<file path="src/rtl/matu_pkg.sv">
package matu_pkg;

    localparam int DIM       = 4;
    localparam int FRAC_BITS = 16;
    localparam int WORD_BITS = 32;
    localparam int IDX_BITS  = 2;
    localparam int CELLS     = DIM * DIM;
    localparam int CELL_BITS = 2 * IDX_BITS;
    localparam int PROD_BITS = 2 * WORD_BITS;
    // four shifted products of at most 2^46 each, plus sign
    localparam int ACC_BITS  = WORD_BITS + FRAC_BITS + 2;

    localparam logic signed [WORD_BITS-1:0] WORD_MAX = {1'b0, {(WORD_BITS-1){1'b1}}};
    localparam logic signed [WORD_BITS-1:0] WORD_MIN = {1'b1, {(WORD_BITS-1){1'b0}}};

    typedef enum logic [2:0] {
        FN_LOAD_A = 3'd0,
        FN_LOAD_B = 3'd1,
        FN_ADD    = 3'd2,
        FN_SUB    = 3'd3,
        FN_MUL    = 3'd4,
        FN_SCALE  = 3'd5
    } t_func;

    typedef logic [CELL_BITS-1:0] t_cell;

    typedef struct packed {
        logic  load_a;
        logic  load_b;
        logic  start;
        logic  mul;
        logic  acc;
        logic  clr;
        logic  emit;
        logic  last;
        logic  flip;
        t_func op;
        t_cell a_idx;
        t_cell b_idx;
        t_cell pos;
    } t_cmd;

    typedef struct packed {
        logic out_free;
    } t_stat;

endpackage

</file>
<file path="src/rtl/matu_ctrl.sv">
module matu_ctrl
    import matu_pkg::*;
(
    input  logic                i_clk,
    input  logic                i_rst_n,
    input  logic                i_in_valid,
    input  logic [2:0]          i_in_func,
    output logic                o_in_ready,
    input  t_stat               i_stat,
    output t_cmd                o_cmd
);

    typedef enum logic [3:0] {
        S_IDLE = 4'b0001,
        S_MUL  = 4'b0010,
        S_ACC  = 4'b0100,
        S_SAT  = 4'b1000
    } t_state;

    t_state              r_state, n_state;
    t_cell               r_cell, n_cell;
    logic [IDX_BITS-1:0] r_k, n_k;
    t_func               r_op, n_op;
    logic                w_accept;
    logic [IDX_BITS-1:0] w_last_k;

    assign o_in_ready = (r_state == S_IDLE);
    assign w_accept   = i_in_valid && o_in_ready;
    assign w_last_k   = (r_op == FN_MUL) ? IDX_BITS'(DIM - 1) : '0;

    always_comb begin
        n_state = r_state;
        n_cell  = r_cell;
        n_k     = r_k;
        n_op    = r_op;
        o_cmd   = '0;
        o_cmd.op  = r_op;
        o_cmd.pos = r_cell;
        if (r_op == FN_MUL) begin
            o_cmd.a_idx = {r_cell[CELL_BITS-1:IDX_BITS], r_k};
            o_cmd.b_idx = {r_k, r_cell[IDX_BITS-1:0]};
        end else begin
            o_cmd.a_idx = r_cell;
            o_cmd.b_idx = r_cell;
        end

        case (r_state)
            S_IDLE: begin
                if (w_accept) begin
                    case (i_in_func)
                        FN_LOAD_A: o_cmd.load_a = 1'b1;
                        FN_LOAD_B: o_cmd.load_b = 1'b1;
                        FN_ADD, FN_SUB, FN_MUL, FN_SCALE: begin
                            o_cmd.start = 1'b1;
                            n_op    = t_func'(i_in_func);
                            n_cell  = '0;
                            n_k     = '0;
                            n_state = S_MUL;
                        end
                        default: ; // unused codes: drop the beat
                    endcase
                end
            end
            S_MUL: begin
                o_cmd.mul = 1'b1;
                n_state   = S_ACC;
            end
            S_ACC: begin
                o_cmd.acc = 1'b1;
                o_cmd.clr = (r_k == '0);
                if (r_k == w_last_k) begin
                    n_state = S_SAT;
                end else begin
                    n_k     = r_k + 1'b1;
                    n_state = S_MUL;
                end
            end
            S_SAT: begin
                // hold until the output register can take the element
                if (i_stat.out_free) begin
                    o_cmd.emit = 1'b1;
                    if (r_cell == t_cell'(CELLS - 1)) begin
                        o_cmd.last = 1'b1;
                        o_cmd.flip = 1'b1;
                        n_state    = S_IDLE;
                    end else begin
                        n_cell  = r_cell + 1'b1;
                        n_k     = '0;
                        n_state = S_MUL;
                    end
                end
            end
            default: n_state = S_IDLE;
        endcase
    end

    always_ff @(posedge i_clk) begin
        if (!i_rst_n) begin
            r_state <= S_IDLE;
            r_cell  <= '0;
            r_k     <= '0;
            r_op    <= FN_ADD;
        end else begin
            r_state <= n_state;
            r_cell  <= n_cell;
            r_k     <= n_k;
            r_op    <= n_op;
        end
    end

endmodule

</file>
<file path="config.mk">
export PLATFORM = sky130hd
export DESIGN_NAME = matu_ctrl
export DESIGN_NICKNAME = d
export VERILOG_FILES = /design/src/rtl/matu_pkg.sv /design/src/rtl/matu_ctrl.sv
export SDC_FILE = /design/constraint.sdc
export NUM_CORES = 1
export LEC_CHECK = 0
export ABC_AREA = 1
export BUFFER_PORTS_ARGS = -buffer_cell sky130_fd_sc_hd__buf_2
export CAP_MARGIN = 20
export CORE_AREA = 3 3 60 68
export CTS_BUF_LIST = sky130_fd_sc_hd__clkbuf_4
export DETAILED_ROUTE_END_ITERATION = 6
export DIE_AREA = 0 0 63 71
export SETUP_SLACK_MARGIN = 0.3
export SYNTH_ARGS = -nofsm -noshare
export SYNTH_HDL_FRONTEND = slang
export SYNTH_SLANG_ARGS = --single-unit
</file>
<file path="constraint.sdc">
create_clock -name i_clk -period 1.15 [get_ports i_clk]
set_input_delay 0.23 -clock i_clk [delete_from_list [all_inputs] [get_ports i_clk]]
set_output_delay 0.23 -clock i_clk [all_outputs]
set_load 0.02 [all_outputs]
</file>
**After elaboration in Yosys (flattened, before gate mapping)**

Index checks and enable logic that the tools add are counted.

- Bits in registers: 13
- Input bits: 7
- Output and inout bits: 25
- Logic and storage cells: 62

- Add/subtract/negate cells: 2
- Eq/ne operators: 17
- Multiplexer cells: 29
- Reduce and logical (&&, ||, !) cells: 10

Operators by type and width:

| kind | number |
|---|---|
| $mux W4 | 8 |
| $mux W2 | 9 |
| $pmux W4 S4 | 1 |
| $mux W3 | 4 |
| $eq A3 B3 Y1 const B | 3 |
| $eq A4 B4 Y1 const B | 2 |
| $pmux W4 S2 | 1 |
| $eq A3 B2 Y1 const B | 2 |
| $mux W6 | 1 |
| $ne A2 B2 Y1 const B | 3 |
| $pmux W2 S3 | 1 |
| $reduce_and A3 Y1 | 2 |
| $reduce_and A6 Y1 | 1 |
| $reduce_and A5 Y1 | 1 |
| $add A4 B1 Y4 const B | 1 |
| $eq A4 B1 Y1 const B | 1 |
| $eq A4 B2 Y1 const B | 1 |
| $eq A4 B3 Y1 const B | 1 |
| $mux W1 | 4 |
| $ne A2 B1 Y1 const B | 2 |
| $reduce_or A4 Y1 | 1 |
| $eq A3 B1 Y1 const B | 1 |
| $logic_not A3 Y1 | 1 |
| $reduce_bool A3 Y1 | 1 |
| other kinds (5) | 5 |

**Depth between registers and ports, before layout**

Gate-level depths: netlist (run 1).

- Word-level depth: 5
- Depth in mapped cells: 9
- Depth with buffers taken out: 9

**Worst setup path after synthesis (run 1)**

No wires, ideal clock.

- Path type: flip-flop to output port
- Start: register r_cell[1]
- End: output o_cmd[16] (netlist name)
- Arrival: 1.552 ns
- Required time: 0.920 ns
- Slack: -0.632 ns
- Cell stages (with the launch flop): 7
- Path buffers: 1
- Cell sequence: dfxtp_1 > ha_1 > nand2_1 > nor2_1 > nand3_1 > nor2_1 > buf_4

RTL lines:

| item | line | text |
|---|---|---|
| start: declaration | matu_ctrl.sv:21 | `t_cell r_cell, n_cell;` |
| start signal: assignment | matu_ctrl.sv:105 | `r_cell <= n_cell;` |
| end: declaration | matu_ctrl.sv:10 | `output t_cmd o_cmd` |

==> results.sh, run 1 <==
export IMPL_drive_above_1_share=0.692
export IMPL_skew_ns=0.00174
export IMPL_final_common_cell="buf_6"
export IMPL_grt_pass1_wl_mm=5.01
export IMPL_hold_violations=0
export IMPL_violations="setup timing"
export IMPL_design_area_mm2=0.00188
export IMPL_netlist_instances=133
export IMPL_grt_pass1_vias=1190
export IMPL_grt_start_max_net_pins=9
export IMPL_synth_top_flop_cell="dfxtp_1"
export IMPL_vias_per_cell=4.39
export IMPL_p_leak_nw=0.826
export IMPL_finalCritPeriodShare=1.35
export IMPL_worst_pin_slew_ns=0.326
export IMPL_synth_cell_type_count=23
export IMPL_tritoncts="yes"
export IMPL_clkLatencyLatePin_ns=0.28
export IMPL_slew_violations=0
export IMPL_synth_top_cell_by_area="dfxtp_1"
export IMPL_ys_seq_area_frac=0.304
export IMPL_path_clk_slew_ns=0.08
export IMPL_cp_arrival_ns=1.32
export IMPL_layout_nets=211
export IMPL_yosysWarnings=0
export IMPL_crit_path_max_incr_delay_ns=0.37
export IMPL_finalSetupViolCount=26
export IMPL_drt_iter0_drc=25
export IMPL_synth_nets=142
export IMPL_path_cells="inv_2 -> nor2_4 -> nand2_2 -> buf_6 -> nor2_4 -> buf_6"
export IMPL_die_h_um=71
export IMPL_drc_errors=0
export IMPL_criticalPathCategory="flip-flop to output port"
export IMPL_hpwl_mm=1.96
export IMPL_async_flop_share=0
export IMPL_slew_headroom=0.783
export IMPL_cp_max_fo=4
export IMPL_crit_path_start_kind="flip-flop"
export IMPL_vias=1103
export IMPL_layout_common_cells="43 x buf_6, 21 x nand2_1, 20 x buf_4"
export IMPL_ys_top_cells_by_area="dfxtp_1 30%, nand2_1 12%, nand3_1 9.4%"
export IMPL_row_count=23
export IMPL_port_buffers=31
export IMPL_timing_rr_start="r_state[0]$_SDFFE_PN1P_"
export IMPL_antenna_left=0
export IMPL_area_growth_synth_to_final_pct=120
export IMPL_fin_crit_ns=1.55
export IMPL_cp_required_ns=0.92
export IMPL_hold_ws_ns=0.203
export IMPL_n_antenna_cell=0
export IMPL_hold_class="input port to flip-flop"
export IMPL_yosys_register_bits=13
export IMPL_htree_levels=1
export IMPL_first_pass_iters=5
export IMPL_end_kind="output port"
export IMPL_crit_start="r_state[3]$_SDFFE_PN0P_"
export IMPL_finalWirelength_mm=3.01
export IMPL_dp_cells=235
export IMPL_root_buffer="clkbuf_4"
export IMPL_numCtsBuffers=3
export IMPL_antenna_found_initial=0
export IMPL_utilization=0.531
export IMPL_status="finished, violations left"
export IMPL_powerDensity_mw_per_mm2=1230
export IMPL_stdcell_count=251
export IMPL_synth_top_area_share=0.304
export IMPL_grtUsageTotal=0.137
export IMPL_core_mm2=0.00354
export IMPL_routedWlPerCell_um=12.0
export IMPL_die_x_um=63
export IMPL_grt_ovfl_total=0
export IMPL_synth_edf_count=0
export IMPL_slowest_stage="dfxtp_2"
export IMPL_syn_area_per_cell_um2=6.43
export IMPL_placed_area_mm2=0.00139
export IMPL_pin_count=32
export IMPL_cap_violations=0
export IMPL_vdd_drop_max_mv=0.801
export IMPL_die_area_mm2=0.00447
export IMPL_synth_area_um2=856
export IMPL_start_util=0.242
export IMPL_setup_ws_ns=-0.402
export IMPL_critical_path_top_delay_family="flip-flops"
export IMPL_place_congestion=0.856
export IMPL_rsz0062_at_grt="yes"
export IMPL_path_buf_inv=3
export IMPL_fmax_mhz=644
export IMPL_min_from="i_rst_n"
export IMPL_cts_sinks=13
export IMPL_cts_path_max_buffers=2
-- cell usage after synthesis (3+ instances only) --
library cell,instances
o21ai_0,5
a21oi_1,6
nor2_2,4
inv_1,14
nand2_2,4
nand3_1,16
buf_4,5
nor2_1,21
inv_2,3
dfxtp_1,13
nand2_1,27
-- worst register-to-register path: cells and delay by family (launching register included) --
kind                   cells  cell delay [ns]
DFF                        1             0.37
and+or+nand+nor            7             0.71
buffers and inverters      3             0.31
-- per-stage QoR --
step | setup WS (ns) | setup TNS [ns] | total power (W)
final | -0.402 | -7.37 | 0.00231
after global routing | -0.510 | -9.53 | 0.00248
after CTS | -0.422 | -6.49 | 0.00206
after detailed placement | -0.165 | -2.36 | 0.00153
after global placement | -0.168 | -2.24 | 0.00152
after floorplan | -0.246 | -1.96 | 0.00123
-- kinds of logic (layout without fill, tap and decap cells) --
logic type	after synthesis	count (layout)	synth area share
fa+ha+maj	2	2	0.0292
buf+inv	22	90	0.118
compound gates	13	13	0.0921
flops	13	13	0.304
simple gates	82	82	0.446
xor+xnor	1	1	0.0102
-- report_power, final --
group | total, W | internal [W] | switching [W]
sequential | 0.000596 | 0.000522 | 0.0000745
clock | 0.000289 | 0.000129 | 0.000160
combinational | 0.00142 | 0.000634 | 0.000790
total | 0.00231 | 0.00129 | 0.00102
-- sequential cells by signal (all words and copies together) (netlist names) --
name	count
r_cell	4
r_state	4
r_op	3
r_k	2
-- path summary, 6_finish.rpt --
check        cells after the start                      end  slack (ns)
max                              6                o_cmd[17]       -0.40
min                              2  r_state[0]$_SDFFE_PN1P_        0.20
max reg2reg                     10      r_k[0]$_SDFFE_PN0P_       -0.32
min reg2reg                      2      r_k[0]$_SDFFE_PN0P_        0.49
-- metal layers --
| metal | wire length, um | GRT usage | vias up |
|---|---|---|---|
| met1 | 1130 | 0.154 | 495 |
| met5 | 0 | 0 | - |
| met2 | 1650 | 0.250 | 39 |
| met3 | 144 | 0.0190 | 11 |
| li1 | - | - | 558 |
| met4 | 93 | 0.0686 | 0 |
-- final cells by class --
cell class	count	area, um^2
Fill cell	319	1660
Inverter	17	68.8
Sequential cell	13	292
Tap cell	50	62.6
Timing Repair Buffer	69	664
Clock inverter	1	5.00
Clock buffer	3	22.5
Multi-Input combinational cell	98	766
-- repair_timing --
| item | 4_1_cts | 5_1_grt |
|---|---|---|
| setup buffers | 8 | 4 |
| pin swaps | 20 | 14 |
| gates resized for setup | 87 | 18 |
| setup endpoints to repair | 38 | 38 |
| hold buffers | 0 | 0 |
| hold endpoints to repair | 0 | 0 |
No activity file was read; power rests on OpenSTA's default activity.
==> run 2, diff against run 1 <==
--- a/config.mk
+++ b/config.mk
@@ -8,10 +8,10 @@
 export ABC_AREA = 1
 export BUFFER_PORTS_ARGS = -buffer_cell sky130_fd_sc_hd__buf_2
 export CAP_MARGIN = 20
-export CORE_AREA = 3 3 60 68
+export CORE_AREA = 3 3 63 65
 export CTS_BUF_LIST = sky130_fd_sc_hd__clkbuf_4
 export DETAILED_ROUTE_END_ITERATION = 6
-export DIE_AREA = 0 0 63 71
+export DIE_AREA = 0 0 66 68
 export SETUP_SLACK_MARGIN = 0.3
 export SYNTH_ARGS = -nofsm -noshare
 export SYNTH_HDL_FRONTEND = slang
==> run 2 against run 1 <==
Net effect:
- the run still ends with setup timing left
- combinational power grew 8%
- clock power grew 11%
- wire length grew 10%
- core utilization grew 6.0 points
- via count grew 6.4%
- clock-buffer cell count grew 1
- sequential share of layout area shrank 1.1 points
- clock skew grew 0.0066 ns
- critical path type unchanged
==> results.sh, run 2 (synthesis gave the netlist of run 1 again) <==
export IMPL_violations="setup timing"
export IMPL_hold_violations=0
export IMPL_hold_class="input port to flip-flop"
export IMPL_slew_headroom=0.737
export IMPL_cp_arrival_ns=1.36
export IMPL_final_common_cell="buf_6"
export IMPL_cap_violations=0
export IMPL_root_buffer="clkbuf_4"
export IMPL_cts_path_max_buffers=2
export IMPL_grtUsageTotal=0.155
export IMPL_first_pass_iters=4
export IMPL_rsz0062_at_grt="yes"
export IMPL_grt_pass1_vias=1179
export IMPL_layout_nets=221
export IMPL_drt_iter0_drc=46
export IMPL_grt_ovfl_total=0
export IMPL_fmax_mhz=631
export IMPL_path_clk_slew_ns=0.09
export IMPL_fillers=269
export IMPL_p_leak_nw=0.902
export IMPL_grt_start_max_net_pins=8
export IMPL_die_area_mm2=0.00449
export IMPL_design_area_mm2=0.00200
export IMPL_finalWirelength_mm=3.33
export IMPL_utilization=0.591
export IMPL_tritoncts="yes"
export IMPL_crit_start="r_state[3]$_SDFFE_PN0P_"
export IMPL_cpMostUsedCell="nor2_4"
export IMPL_die_x_um=66
export IMPL_r2r_end="r_cell[1]$_SDFFE_PN0P_"
export IMPL_slew_violations=0
export IMPL_cp_required_ns=0.92
export IMPL_finalSetupViolCount=28
export IMPL_area_growth_synth_to_final_pct=134
export IMPL_status="finished, violations left"
export IMPL_crit_end="o_cmd[23]"
export IMPL_placed_area_mm2=0.00139
export IMPL_criticalPathCategory="flip-flop to output port"
export IMPL_pin_count=32
export IMPL_drc_errors=0
export IMPL_layout_common_cells="43 x buf_6, 29 x buf_4, 19 x nand2_1"
export IMPL_rr_worst_depth=10
export IMPL_reg2reg_slack_ns=-0.36
export IMPL_vdd_drop_max_mv=0.755
export IMPL_core_mm2=0.00339
export IMPL_vias=1174
export IMPL_grt_pass1_wl_mm=5.29
export IMPL_hold_ws_ns=0.202
export IMPL_setup_ws_ns=-0.435
export IMPL_place_congestion=0.775
export IMPL_crit_path_start_kind="flip-flop"
export IMPL_cts_sinks=13
export IMPL_numCtsBuffers=3
export IMPL_n_antenna_cell=0
export IMPL_hpwl_mm=2.03
export IMPL_die_h_um=68
export IMPL_vias_per_cell=4.57
export IMPL_end_kind="output port"
export IMPL_crit_path_max_incr_delay_ns=0.35
export IMPL_worst_pin_slew_ns=0.393
export IMPL_antenna_left=0
export IMPL_routedWlPerCell_um=12.9
export IMPL_finalCritPeriodShare=1.38
export IMPL_timing_rr_start="r_state[3]$_SDFFE_PN0P_"
export IMPL_fin_crit_ns=1.59
export IMPL_powerDensity_mw_per_mm2=1220
export IMPL_reg_largest_list="r_cell (4), r_state (4), r_op (3)"
export IMPL_clkLatencyLatePin_ns=0.29
export IMPL_cp_max_fo=4
export IMPL_slowest_stage="dfxtp_2"
export IMPL_path_cells="nor2_4 -> inv_2 -> nor2_4 -> nand2_4 -> nor4_4 -> buf_4"
export IMPL_drive_above_1_share=0.716
export IMPL_antenna_found_initial=0
export IMPL_skew_ns=0.00838
export IMPL_row_count=21
export IMPL_htree_levels=1
export IMPL_port_buffers=31
export IMPL_start_util=0.252
run 2: changes by cell type in the layout (fill, tap and decap cells not counted), moves of 2 or more:
cell,delta
nand2_1,-2
inv_4,+2
inv_2,-2
buf_4,+9
nor2_1,+2
nand2_4,+2
nand3_4,+2
run 2: repair_timing:
item / 4_1_cts / 5_1_grt
hold buffers: 0 / 0
buffers inserted: 14 / 8
endpoints found under the setup margin: 38 / 38
resized for setup: 90 / 22
pin swaps: 17 / 15
run 2: worst min path at each step:
stage / from / end / slack (ns) / depth (start not counted)
finish: i_rst_n / r_state[0]$_SDFFE_PN1P_ / 0.20 / 2
global route: i_rst_n / r_state[0]$_SDFFE_PN1P_ / 0.20 / 2
CTS: i_rst_n / r_state[0]$_SDFFE_PN1P_ / 0.20 / 2
detailed placement: r_k[0]$_SDFFE_PN0P_ / r_k[0]$_SDFFE_PN0P_ / 0.48 / 2
global placement: r_k[0]$_SDFFE_PN0P_ / r_k[0]$_SDFFE_PN0P_ / 0.47 / 2
floorplan: i_rst_n / r_state[0]$_SDFFE_PN1P_ / 0.30 / 1
run 2: area by class of cell:
class,count,area [um^2],share of cell area
multi-input combinational,98,802,0.400
timing repair buffer,79,752,0.375
sequential,13,289,0.144
inverter,17,73.8,0.0368
tap,46,57.6,0.0287
clock buffer,4,30.0,0.0150
run 2: stage by stage:
step                cells  setup TNS [ns]  power [W]  setup WS (ns)
floorplan             133           -1.96    0.00123         -0.246
global placement      231           -2.42    0.00156         -0.198
global route          257          -10.38    0.00264         -0.509
finish                257           -8.41    0.00245         -0.435
CTS                   249           -7.84    0.00226         -0.447
detailed placement    231           -2.58    0.00157         -0.217
run 2: power by group:
| part | internal [W] | switching, W | total, W |
|---|---|---|---|
| logic | 0.000717 | 0.000827 | 0.00154 |
| clock network | 0.000158 | 0.000161 | 0.000320 |
| registers | 0.000518 | 0.0000675 | 0.000586 |
run 2: worst max-delay path: cells and delay by family (launching register included):
kind	cells	cell delay, ns
buf+inv	2	0.23
flops	1	0.35
simple gates	4	0.48
run 2: layer usage:
| layer | GRT usage | part of all wire |
|---|---|---|
| met2 | 0.302 | 0.56 |
| met4 | 0.0228 | 0.0093 |
| met1 | 0.167 | 0.37 |
| met3 | 0.0493 | 0.054 |
| met5 | 0 | 0 |
